<file path="src/hw/rtl/pchft_pkg.sv">
`default_nettype none

package pchft_pkg;

	localparam int CHAN_BITS  = 3;
	localparam int MASK_BITS  = 8;
	localparam int DELAY_BITS = 16;
	localparam int ADDR_BITS  = 3;
	localparam int DATA_BITS  = 32;

	localparam logic [DELAY_BITS-1:0] HOLD_DELAY_RESET = 16'd250;

	// register index, taken from paddr above the byte offset
	localparam logic REG_HOLD_DELAY = 1'b0;

	typedef enum logic [1:0] {
		CMD_TICK  = 2'd0,
		CMD_START = 2'd1,
		CMD_QUERY = 2'd2,
		CMD_NOP   = 2'd3
	} cmd_t;

	typedef struct packed {
		cmd_t                 cmd;
		logic [CHAN_BITS-1:0] channel;
	} in_t;

	typedef struct packed {
		logic                 deferred;
		logic [MASK_BITS-1:0] flush_mask;
	} out_t;

	// per-beat strobes broadcast to every cell, already qualified by accept
	typedef struct packed {
		logic tick;
		logic start;
		logic query;
	} cell_ctrl_t;

endpackage

`default_nettype wire

</file>
<file path="src/hw/rtl/pchft_cell.sv">
`default_nettype none

module pchft_cell #(
	parameter int COUNT_BITS = 16
) (
	input  wire                        clk,
	input  wire                        arst_n,
	input  pchft_pkg::cell_ctrl_t      ctrl,
	input  wire                        sel,
	input  wire  [COUNT_BITS-1:0]      load,
	input  wire                        def_in,
	output logic                       def_out,
	output logic                       flush
);
	import pchft_pkg::*;

	logic                  active_q;
	logic [COUNT_BITS-1:0] rem_q;
	logic                  zero;
	logic                  my_def;

	assign zero    = (rem_q == '0);
	assign flush   = ctrl.tick && active_q && zero;
	assign my_def  = ctrl.query && sel && active_q && !zero;
	// query answer ripples down the row
	assign def_out = def_in | my_def;

	always_ff @(posedge clk or negedge arst_n) begin
		if (!arst_n) begin
			active_q <= 1'b0;
			rem_q    <= '0;
		end else begin
			if (ctrl.tick && active_q) begin
				if (zero) begin
					active_q <= 1'b0;
				end else begin
					rem_q <= rem_q - 1'b1;
				end
			end
			if (ctrl.start && sel) begin
				active_q <= 1'b1;
				rem_q    <= load;
			end
			if (ctrl.query && sel && active_q && zero) begin
				active_q <= 1'b0;
			end
		end
	end

endmodule

`default_nettype wire

</file>
<file path="src/hw/rtl/per_channel_holdoff_flush_timer_top.sv">
`default_nettype none

// channel | direction | handshake           | payload
// cmd     | in        | cmd_valid/cmd_stall | cmd_data   (cmd, channel)
// rsp     | out       | rsp_valid/rsp_stall | rsp_data   (deferred, flush_mask)
// apb     | in/out    | psel/penable/pready | paddr, pwdata, prdata (hold_delay)
//
// one beat per cycle while cmd_stall is low: each command is resolved in the cycle it is accepted
// every beat yields exactly one response beat, registered at the output
// a skid register takes one extra response, so cmd_stall rises only when both
// the output register and the skid register hold results
// arst_n clears every hold and restores hold_delay to 250 ticks
// hold_delay must be written only while the block is idle; the block itself does not enforce this

module per_channel_holdoff_flush_timer_top #(
	parameter int CHANNELS   = 8,
	parameter int COUNT_BITS = 16
) (
	input  wire                                   clk,
	input  wire                                   arst_n,
	input  wire                                   cmd_valid,
	output logic                                  cmd_stall,
	input  pchft_pkg::in_t                        cmd_data,
	output logic                                  rsp_valid,
	input  wire                                   rsp_stall,
	output pchft_pkg::out_t                       rsp_data,
	input  wire                                   psel,
	input  wire                                   penable,
	input  wire                                   pwrite,
	input  wire  [pchft_pkg::ADDR_BITS-1:0]       paddr,
	input  wire  [pchft_pkg::DATA_BITS-1:0]       pwdata,
	output logic [pchft_pkg::DATA_BITS-1:0]       prdata,
	output logic                                  pready
);
	import pchft_pkg::*;

	// configuration register
	logic [DELAY_BITS-1:0] hold_delay_q;
	logic                  cfg_wr;

	assign pready = 1'b1;
	assign cfg_wr = psel && penable && pwrite && pready;

	always_ff @(posedge clk or negedge arst_n) begin
		if (!arst_n) begin
			hold_delay_q <= HOLD_DELAY_RESET;
		end else if (cfg_wr && (paddr[ADDR_BITS-1] == REG_HOLD_DELAY)) begin
			hold_delay_q <= pwdata[DELAY_BITS-1:0];
		end
	end

	always_comb begin
		prdata = '0;
		if (paddr[ADDR_BITS-1] == REG_HOLD_DELAY) begin
			prdata = {{(DATA_BITS-DELAY_BITS){1'b0}}, hold_delay_q};
		end
	end

	// reload value, saturated to the counter width
	logic [COUNT_BITS-1:0] load;

	generate
		if (COUNT_BITS >= DELAY_BITS) begin : g_load_wide
			assign load = {{(COUNT_BITS-DELAY_BITS){1'b0}}, hold_delay_q};
		end else begin : g_load_sat
			assign load = (hold_delay_q[DELAY_BITS-1:COUNT_BITS] != '0) ?
				{COUNT_BITS{1'b1}} : hold_delay_q[COUNT_BITS-1:0];
		end
	endgenerate

	// input handshake and command decode
	logic       accept;
	logic       skid_valid_q;
	cell_ctrl_t ctrl;

	assign cmd_stall  = skid_valid_q;
	assign accept     = cmd_valid && !cmd_stall;
	assign ctrl.tick  = accept && (cmd_data.cmd == CMD_TICK);
	assign ctrl.start = accept && (cmd_data.cmd == CMD_START);
	assign ctrl.query = accept && (cmd_data.cmd == CMD_QUERY);

	// row of channel cells; the query answer travels along def_chain
	logic [CHANNELS:0]   def_chain;
	logic [CHANNELS-1:0] flush;
	logic [CHANNELS-1:0] sel;

	assign def_chain[0] = 1'b0;

	genvar c;
	generate
		for (c = 0; c < CHANNELS; c++) begin : g_cell
			// channels the 3-bit field cannot reach are never selected
			assign sel[c] = (32'(cmd_data.channel) == c);

			pchft_cell #(
				.COUNT_BITS (COUNT_BITS)
			) u_cell (
				.clk     (clk),
				.arst_n  (arst_n),
				.ctrl    (ctrl),
				.sel     (sel[c]),
				.load    (load),
				.def_in  (def_chain[c]),
				.def_out (def_chain[c+1]),
				.flush   (flush[c])
			);
		end
	endgenerate

	// only the low eight channels have a mask bit
	out_t res_new;

	assign res_new.deferred = def_chain[CHANNELS];

	generate
		for (c = 0; c < MASK_BITS; c++) begin : g_mask
			if (c < CHANNELS) begin : g_bit
				assign res_new.flush_mask[c] = flush[c];
			end else begin : g_zero
				assign res_new.flush_mask[c] = 1'b0;
			end
		end
	endgenerate

	// output register plus skid register
	logic rsp_valid_q;
	out_t rsp_data_q;
	out_t skid_data_q;
	logic out_free;

	assign out_free  = !rsp_valid_q || !rsp_stall;
	assign rsp_valid = rsp_valid_q;
	assign rsp_data  = rsp_data_q;

	always_ff @(posedge clk or negedge arst_n) begin
		if (!arst_n) begin
			rsp_valid_q  <= 1'b0;
			skid_valid_q <= 1'b0;
		end else begin
			if (out_free) begin
				// skid drains first; input is stalled while it is full
				if (skid_valid_q) begin
					rsp_valid_q  <= 1'b1;
					skid_valid_q <= 1'b0;
				end else begin
					rsp_valid_q <= accept;
				end
			end else if (accept) begin
				skid_valid_q <= 1'b1;
			end
		end
	end

	always_ff @(posedge clk) begin
		if (out_free) begin
			if (skid_valid_q) begin
				rsp_data_q <= skid_data_q;
			end else if (accept) begin
				rsp_data_q <= res_new;
			end
		end else if (accept) begin
			skid_data_q <= res_new;
		end
	end

	// a full skid register always sits behind a full output register
	a_skid_behind_out: assert property (@(posedge clk) disable iff (!arst_n)
		skid_valid_q |-> rsp_valid_q)
		else $error("skid holds a beat while output register is empty");

	// a command other than tick never reports a flush
	a_flush_only_tick: assert property (@(posedge clk) disable iff (!arst_n)
		(accept && (cmd_data.cmd != CMD_TICK)) |-> (res_new.flush_mask == '0))
		else $error("flush reported on a non-tick command");

	// an accepted beat while the output is stalled lands in the skid register
	a_stall_to_skid: assert property (@(posedge clk) disable iff (!arst_n)
		(accept && rsp_valid_q && rsp_stall) |=> skid_valid_q)
		else $error("beat lost while output stalled");

endmodule

`default_nettype wire

</file>
<file path="config.mk">
export PLATFORM = sky130hd
export DESIGN_NAME = per_channel_holdoff_flush_timer_top
export DESIGN_NICKNAME = d
export VERILOG_FILES = /design/src/hw/rtl/pchft_pkg.sv /design/src/hw/rtl/pchft_cell.sv /design/src/hw/rtl/per_channel_holdoff_flush_timer_top.sv
export SDC_FILE = /design/constraint.sdc
export NUM_CORES = 1
export LEC_CHECK = 0
export ABC_AREA = 1
export BUFFER_PORTS_ARGS = -buffer_cell sky130_fd_sc_hd__buf_2
export CAP_MARGIN = 10
export CORE_UTILIZATION = 25
export CTS_BUF_LIST = sky130_fd_sc_hd__clkbuf_8
export CTS_CLUSTER_SIZE = 25
export DETAILED_ROUTE_END_ITERATION = 12
export PLACE_DENSITY = 0.51
export SYNTH_ARGS = -nofsm -noshare
export SYNTH_HDL_FRONTEND = slang
export SYNTH_SLANG_ARGS = --single-unit
</file>
<file path="constraint.sdc">
create_clock -name clk -period 1.89 [get_ports clk]
set_clock_uncertainty 0.15 [all_clocks]
set_input_delay 0.189 -clock clk [delete_from_list [all_inputs] [get_ports clk]]
set_output_delay 0.189 -clock clk [all_outputs]
set_load 0.1 [all_outputs]
</file>
==> reports/results.txt <==
outcome - finished, final reports clean
Post-layout nets - 1965
Max clock buf depth - 2
FMAX - 0.547 GHz
Primary FF master, synth - dfrtp_1
I/O pin cnt - 91
Mapped Cells - 1711
DR pass1 iterations - 7
WL final - 36000 um
Async SR Flop Fraction - 0.895
Die X - 216 um
gr usage total - 0.157
slowest stage delay, CP - 0.51 ns
slowest CP cell - dfrtp_4
GPL Wtd Cong - 0.845
Routed Antenna Nets - 0
vias - 11300
maximum VDD drop - 0.446 mV
pwr/cell area - 1360 mW/mm^2
Seq/Total Area, Yosys - 0.383
Final WS setup - 0.0610 ns
unrepaired setup endpoints after global routing - true
dpl ws - 0.0256 ns
average cell area after synthesis - 6.71 um^2
Finished Layout Cells - 2519
WP data arrival - 2.03 ns
Num CTS Buffers - 17
crit path capture type - register
CTS tree - built
clock tree sinks - 172
vias in the first global route - 10700
Total Power - 20.1 mW
core area - 0.0454 mm^2
Synth Register Bits - 172
critical path class - register to register
most frequent cell after synthesis - nand2_1
clock-pin slew on the worst setup and hold paths - 0.10 ns
initial antenna violation count - 3
post-layout min period - 1.83 ns
max_cap viols - 0
Die Span Y - 216 um
final global-route overflow total - 0
first-pass GRT wire length - 58000 um
# fillers - 4944
Starting Density - 0.253
Synth Cell Area - 0.0115 mm^2
Pins Over Slew Limit - 0
Final Cycle Share - 0.968
largest net degree at the start of global routing - 47
Slew @ Worst Pin - 0.730 ns
share of layout cells above drive strength 1 - 0.194
worst min path class - input pin to register
Ys Warns - 0
number of synthesized flops with an enable pin - 18
Final Core Density - 0.324
drt initial violations - 762
Clock Latency Late Sink - 0.48 ns
critical path cell sequence - nor2_4, nand2_4, buf_6, nor2_4, nand2_4, buf_12, nand3_1, o211ai_1
root buffer cell - clkbuf_8
WL per Instance - 14.3 um
DIE AREA - 0.0468 mm^2
H-tree Lvls - 4
area grow syn2layout - 28.1%
critical path peak fanout - 7
Slew headroom - 0.513
row count - 78
register area - 0.00441 mm^2
Startpoint Class - register
worst path required time - 2.10 ns
IO Port Bufs - 55
area of the multi-input gates - 0.00634 mm^2
Final Hold Viols - 0
Cell variety after synth - 37
post-DP HPWL - 25700 um
placed cell count - 2454
leakage power - 7.03 nW
Synth area leader - dfrtp_1
drt via density - 4.48
top cell type's share of synthesized area - 0.323
Final Setup Violations - 0
top post-synthesis cells by count - nand2_1, nand3_1, nor2_1, inv_1, dfrtp_1
DRC - 0
synth top area cells - dfrtp_1, nand2_1, nand3_1, nor2_1, inv_1
-- final timing paths --
check / from / endpoint / slack (ns) / cells past startpoint
min: cmd_data[2] / g_cell[3].u_cell.active_q / 0.07 / 5
max: cmd_stall / g_cell[1].u_cell.rem_q[2] / 0.06 / 8
min in group asynchronous: arst_n / g_cell[4].u_cell.rem_q[9] / 0.12 / 3
min reg2reg: g_cell[4].u_cell.rem_q[0] / g_cell[4].u_cell.rem_q[0] / 0.35 / 2
max in group asynchronous: arst_n / hold_delay_q[5] / 1.07 / 3
max reg2reg: cmd_stall / g_cell[1].u_cell.rem_q[2] / 0.06 / 8
-- timing repair --
item / 4_1_cts / 5_1_grt
endpoints found under the setup margin: 2 / 127
gates cloned: 0 / 2
buffers inserted: 1 / 5
hold buffers: 23 / 0
endpoints found under the hold margin: 169 / 0
pin swaps: 0 / 13
resized for setup: 1 / 104
-- routing by layer --
metal | up-vias | GRT usage | part of all wire
li1 | 5763 | - | -
met1 | 5291 | 0.217 | 0.50
met2 | 207 | 0.250 | 0.44
met3 | 33 | 0.0286 | 0.040
met4 | 2 | 0.0458 | 0.020
met5 | - | 0 | 0.00028
-- flip-flops by register name, indices dropped and copies added (netlist names) --
name / count
rsp_data: 9
g_cell.u_cell.rem_q: 128
g_cell.u_cell.active_q: 8
cmd_stall: 1
hold_delay_q: 16
rsp_valid: 1
skid_data_q: 9
-- placed cells by master (no fill, tap or decap), drive strengths merged, types with 18 or more instances in the layout --
cell type	instances
o21ai	46
nor2	270
a21oi	34
xnor2	24
nand3	248
buf	204
dfrtp	148
nand2	590
inv	168
edfxtp	18
xor2	22
clkbuf	19
dlygate4sd3	22
nand4	23
-- cell families (layout without fill, tap and decap cells) --
| logic type | after synthesis | count (layout) | synth area share |
|---|---|---|---|
| flops | 172 | 172 | 0.383 |
| buf+inv | 234 | 425 | 0.0924 |
| xor+xnor | 46 | 46 | 0.0351 |
| fa+ha+maj | 14 | 14 | 0.0153 |
| simple gates | 1152 | 1152 | 0.428 |
| other cells | 2 | 19 | 0.000654 |
| compound gates | 91 | 91 | 0.0453 |
-- final cells by class --
cell class,instances,area share
antenna,2,0.000340
sequential,172,0.300
inverter,165,0.0432
clock inverter,14,0.0161
timing repair inverter,1,0.000511
clock buffer,18,0.0169
tap,600,0.0511
timing repair buffer,227,0.141
multi-input combinational,1320,0.431
-- power breakdown --
part / leakage [nW] / switching, mW / total, mW / internal (mW)
sequential: 2.06 / 1.39 / 6.55 / 5.17
combinational: 4.72 / 6.18 / 10.2 / 4.07
clock: 0.245 / 1.50 / 3.25 / 1.75
-- metrics by stage --
step           TNS, ns  hold slack, ns  cell area [um^2]
3_3_place_gp         0         -0.0565             13600
3_5_place_dp         0         -0.0595             13600
6_report             0          0.0724             14700
5_1_grt         -0.160          0.0954             14700
2_1_floorplan    -3.89          -0.257             11600
4_1_cts              0          0.0235             14300
-- critical path, delay by kind of cell, from the launching register on --
kind / cells / cell delay, ns
AOI/OAI and AO/OA: 1 / 0.08
buffers and inverters: 2 / 0.31
DFF: 1 / 0.51
and+or+nand+nor: 5 / 0.65
No activity file was read; power rests on OpenSTA's default activity.
